===== src/pafl_pkg.sv =====
package pafl_pkg;

  // Request codes.
  localparam logic [1:0] REQ_ADD   = 2'd0;
  localparam logic [1:0] REQ_CHECK = 2'd1;
  localparam logic [1:0] REQ_READ  = 2'd2;
  localparam logic [1:0] REQ_CLEAR = 2'd3;

  // Status codes.
  localparam logic [2:0] ST_ACCEPTED = 3'd0;
  localparam logic [2:0] ST_REJECTED = 3'd1;
  localparam logic [2:0] ST_FULL     = 3'd2;
  localparam logic [2:0] ST_BAD_IDX  = 3'd3;
  localparam logic [2:0] ST_DONE     = 3'd4;

  // Configuration register indexes.
  localparam logic CFG_NUM_OBJ  = 1'b0;
  localparam logic CFG_MAXIMIZE = 1'b1;

  // Insert pointer width, covers archives up to 1024 entries.
  localparam int unsigned PTR_W = 10;

  typedef struct packed {
    logic [1:0]         req_type;
    logic signed [31:0] obj_0;
    logic signed [31:0] obj_1;
    logic signed [31:0] obj_2;
    logic signed [31:0] obj_3;
    logic [31:0]        solution_tag;
    logic [5:0]         entry_index;
  } req_t;

  typedef struct packed {
    logic [2:0]         status;
    logic [6:0]         removed_count;
    logic [6:0]         entry_count;
    logic signed [31:0] read_obj_0;
    logic signed [31:0] read_obj_1;
    logic signed [31:0] read_obj_2;
    logic signed [31:0] read_obj_3;
    logic [31:0]        read_tag;
  } rsp_t;

  // Per-cycle control broadcast along the cell chain.
  typedef struct packed {
    logic             shift;
    logic             ins_en;
    logic [PTR_W-1:0] ins_idx;
  } cell_ctl_t;

endpackage


===== src/pafl_cell.sv =====
module pafl_cell #(
  parameter int unsigned IDX     = 0,
  parameter int unsigned MAX_OBJ = 4
) (
  input  logic                            clk_i,
  input  pafl_pkg::cell_ctl_t             ctl_i,
  input  logic [MAX_OBJ-1:0][31:0]        nb_obj_i,
  input  logic [31:0]                     nb_tag_i,
  input  logic [MAX_OBJ-1:0][31:0]        ins_obj_i,
  input  logic [31:0]                     ins_tag_i,
  output logic [MAX_OBJ-1:0][31:0]        obj_o,
  output logic [31:0]                     tag_o
);
  import pafl_pkg::*;

  logic [MAX_OBJ-1:0][31:0] obj_q;
  logic [31:0]              tag_q;
  logic                     hit;

  assign hit = ctl_i.ins_en && (ctl_i.ins_idx == PTR_W'(IDX));

  // An insert aimed at this cell wins over the shift from the neighbor.
  always_ff @(posedge clk_i) begin
    if (hit) begin
      obj_q <= ins_obj_i;
      tag_q <= ins_tag_i;
    end else if (ctl_i.shift) begin
      obj_q <= nb_obj_i;
      tag_q <= nb_tag_i;
    end
  end

  assign obj_o = obj_q;
  assign tag_o = tag_q;

endmodule


===== config.mk =====
export PLATFORM = sky130hd
export DESIGN_NAME = pafl_cell
export DESIGN_NICKNAME = d
export VERILOG_FILES = /design/src/pafl_pkg.sv /design/src/pafl_cell.sv
export SDC_FILE = /design/constraint.sdc
export NUM_CORES = 1
export LEC_CHECK = 0
export ABC_AREA = 1
export CORE_AREA = 2 2 189 191
export CTS_CLUSTER_SIZE = 16
export DETAILED_ROUTE_END_ITERATION = 7
export DIE_AREA = 0 0 191 193
export DONT_BUFFER_PORTS = 1
export PLACE_DENSITY = 0.44
export SYNTH_ARGS = -nofsm -noshare
export SYNTH_HDL_FRONTEND = slang
export SYNTH_SLANG_ARGS = --single-unit
export TNS_END_PERCENT = 20

===== constraint.sdc =====
create_clock -name clk_i -period 5.34 [get_ports clk_i]
set_clock_uncertainty 0.05 [all_clocks]
set_input_delay 0.534 -clock clk_i [delete_from_list [all_inputs] [get_ports clk_i]]
set_output_delay 0.534 -clock clk_i [all_outputs]
set_load 0.01 [all_outputs]

# After elaboration in Yosys (flattened, before gate mapping)

Index checks and enable logic that the tools add are counted.

Register bits after elaboration: 160
Latch bits: 0
RAM bits: 0
Bits in read-only memories: 0
Bits of input ports: 333
Memories: 0

Add/sub/neg operators: 0
Multiply operators: 0
Div/mod/pow operators: 0
$lt $le $gt $ge: 0
Equality and inequality tests: 0
Shift-type cells: 0
Mux-type cells: 4
Bitwise operators: 0
Reduce and logical (&&, ||, !) cells: 3

Operators with widths:

| kind                | number |
|---|---|
| $mux W128           | 2 |
| $mux W32            | 2 |
| $logic_not A10 Y1   | 1 |
| $reduce_bool A2 Y1  | 1 |
| $logic_and A1 B1 Y1 | 1 |

# Logic depth before layout (Yosys ltp)

Depth in word-level cells: 3
Gate-level depth with buffers: 8
Gate-level depth less buffers: 6

# Worst setup path before layout

OpenSTA, ideal clock, no wires.

Path type: input -> register
From: input port ctl_i[4] in the netlist's numbering
To: register obj_q (netlist bit obj_o[0]) (enable)
Library setup time: 527 ps
Arrival time: 4752 ps
Path slack: 11 ps
Stages: 6
Cell sequence: or2_1 nor2_4 nand2_2 buf_6 buf_6 nand2_1

Cells in the longest elaborated chain, start to end: 3

RTL lines:

| what                         | RTL line        | text |
|---|---|---|
| start: declaration           | pafl_cell.sv:6  | `input pafl_pkg::cell_ctl_t ctl_i,` |
| $logic_not A10 Y1            | pafl_cell.sv:20 | `assign hit = ctl_i.ins_en && (ctl_i.ins_idx == PTR_W'(IDX));` |
| $logic_and A1 B1 Y1          | pafl_cell.sv:20 |  |
| $reduce_bool A2 Y1 (no line) | n/a             |  |
| end signal: assignment       | pafl_cell.sv:25 | `obj_q <= ins_obj_i;` |
| end signal: assignment       | pafl_cell.sv:28 | `obj_q <= nb_obj_i;` |
| end: declaration             | pafl_cell.sv:16 | `logic [MAX_OBJ-1:0][31:0] obj_q;` |

Every way passes these cells.
A chain may end at the register's enable or synchronous reset.

# Worst setup path after layout

From: input port ctl_i[4] in the netlist's numbering
To: register obj_q (netlist bit obj_o[26]) (data pin)

Cells in the longest elaborated chain, start to end: 3

RTL lines:

| what                | RTL line        | text |
|---|---|---|
| $logic_not A10 Y1   | pafl_cell.sv:20 |  |
| $logic_and A1 B1 Y1 | pafl_cell.sv:20 |  |
| $mux W128           | pafl_cell.sv:24 | `if (hit) begin` |

Every way passes these cells.

==> flow_metrics.tcl <==
set metrics [dict create \
    cts_resized 0 \
    synth_top_cell_area_share 0.6698 \
    cp_common_cell "buf_4" \
    synth_cells 705 \
    crit_buf_inv 2 \
    rows 69 \
    hold_viol_final 0 \
    drt_wl_total_um 23470 \
    avgSynthCellArea_um2 10.17 \
    drt_iter0_drc 234 \
    place_inst 1124 \
    cts.hold.buffers_added 0 \
    die_h_um 193 \
    cts_tree "yes" \
    crit_arrival_ns 2.79 \
    totalPowerFinal_uw 2907 \
    grt_pass1_wl_um 31140 \
    diodes 0 \
    yosysSeqAreaShare 0.6698 \
    fp.coreArea_um2 34960 \
    drive_gt1_frac 0.05331 \
    finalNonFillerCells 1155 \
    place_area_um2 7570 \
    p_per_area_nw_per_um2 358.0 \
    critPathRequiredTime_ns 5.59 \
    synth_cell_types 12 \
    vias_per_cell 4.428 \
    outcome "completed" \
    crit_family "buffers and inverters" \
    synth_area_um2 7173 \
    clock-sinks 160 \
    hold_path.class "primary input to flop" \
    end_kind "flop" \
    tns_ns 0 \
    routabilityCongestion 0.7809 \
    synth.area.top_cells "edfxtp_1 67%, nand2_1 17%, nand3_1 11%, buf_6 1.6%, buf_2 1.5%" \
    nNetsFinal 1015 \
    layout_min_cycle_time_ns 2.548 \
    cts_root_buffer "clkbuf_16" \
    holdWs_ns 0.2253 \
    detail_route.wl_per_cell_um 20.32 \
    worst_pin_slew_ns 0.8722 \
    yosysMostFrequentCell "nand2_1" \
    synth-simple-area-share 0.2876 \
    grt_max_degree 85 \
    grt_overflow 0 \
    clockBufferDepth 2 \
    setup_viol 0 \
    synth_flop_cell "edfxtp_1" \
    slew_violations 0 \
    cap_viol_max_count 0 \
    power.leakage_uw 0.003242 \
    die_x_um 191 \
    synth_top_family_by_area "simple AND/OR/NAND/NOR gates" \
    yosys.area.top_type "edfxtp_1" \
    syn2layout_area_growth_pct 13.22 \
    htreeDepth 4 \
    worstPathCellList "or2_1 -> nor2_4 -> buf_4 -> buf_4 -> nand3_1 -> nand2_1" \
    syn-num-nets 1038 \
    fin_crit_sh 0.4772 \
    ioPinCount 493 \
    drc_errors 0 \
    max_stage_delay_ns 0.77 \
    place_hpwl_um 17350 \
    cts_setup_buffers 0 \
    antenna_found_initial 0 \
    grt_pass1_vias 4846 \
    vias 5114 \
    ir_worst_vdd_v 0.0002108 \
    synth-compound-area-share 0 \
    worstSetupStartpointType "primary input" \
    die_area_um2 36860 \
    slowest_stage "buf_4" \
    path_clk_slew_ns 0.07 \
    yosysWarnings 0 \
    fin_area_um2 8122 \
    cts_buffers 17 \
    rsz0062_at_grt "false" \
    ys_ff_latch 160 \
    drt_first_pass_iters 4 \
    ant_nets 0 \
    cp_max_fo 83 \
    worstSetupPathType "primary input to flop" \
    synth_edf_count 160 \
    synth_common_cells "324 x nand2_1, 160 x edfxtp_1, 160 x nand3_1" \
    port-buffer-count 0 \
    slew_headroom 0.4186 \
    async_flop_share 0 \
    synthMuxAreaShare 0 \
    gr-usage-all-layers 0.1189 \
    max_freq_ghz 0.3924 \
    initial_core_util 0.2052 \
    synth_fa_ha_area_frac 0 \
    synth-xor-area-share 0 \
]
-- metrics by stage --
stage,util,setup slack [ns]
floorplan,-,0.01076
global placement,0.2165,2.357
finish,0.2323,2.792
detailed placement,0.2165,2.355
global route,0.2323,2.623
CTS,0.2323,2.816
-- logic make-up (layout without fill, tap and decap cells) --
logic type	Yosys count	count (layout)
buffers and inverters	54	43
and+or+nand+nor	491	491
DFF	160	160
-- routing by layer --
layer	global-route usage	vias to the layer above	part of all wire	wire [um]
li1	-	2352	-	-
met1	0.1146	2397	0.34	7921
met2	0.2167	342	0.53	12350
met3	0.05538	23	0.11	2674
met4	0.05218	0	0.022	527
met5	0	-	0	0
-- final timing paths --
kind	startpoint	to	slack, ns	cells after the start
setup / recovery	ctl_i[4]	obj_o[26]	2.79	6
hold / removal	nb_obj_i[15]	obj_o[15]	0.23	2
-- sequential cells by signal, indices dropped and copies added (netlist names) --
register,count
obj_o,128
tag_o,32
-- cell type report --
| type | instances | area, um2 |
|---|---|---|
| fillers | 3778 | 26840 |
| multi-input cells | 491 | 2085 |
| repair buffers | 9 | 92.59 |
| clock buffers | 19 | 432.9 |
| inverters | 3 | 11.26 |
| flip-flops and latches | 160 | 4805 |
| well taps | 461 | 576.8 |
| clock inverters | 12 | 118.9 |
-- cell usage in the layout, fill, tap and decap left out, types with 2 or more instances in the layout --
| cell | instances |
|---|---|
| clkinv_4 | 3 |
| bufinv_16 | 2 |
| nor2_1 | 3 |
| inv_1 | 3 |
| buf_4 | 7 |
| buf_12 | 2 |
| clkbuf_1 | 2 |
| nand3_1 | 160 |
| clkbuf_16 | 17 |
| clkinv_1 | 5 |
| edfxtp_1 | 160 |
| nor2_4 | 2 |
| nand2_1 | 323 |
-- power breakdown --
group,leakage (uW),switching [uW],internal (uW)
sequential,0.00157,107,1500
combinational,0.00141,79.0,31.1
clock,0.000269,509,680
Note: power is estimated with default switching activity, not from simulation.
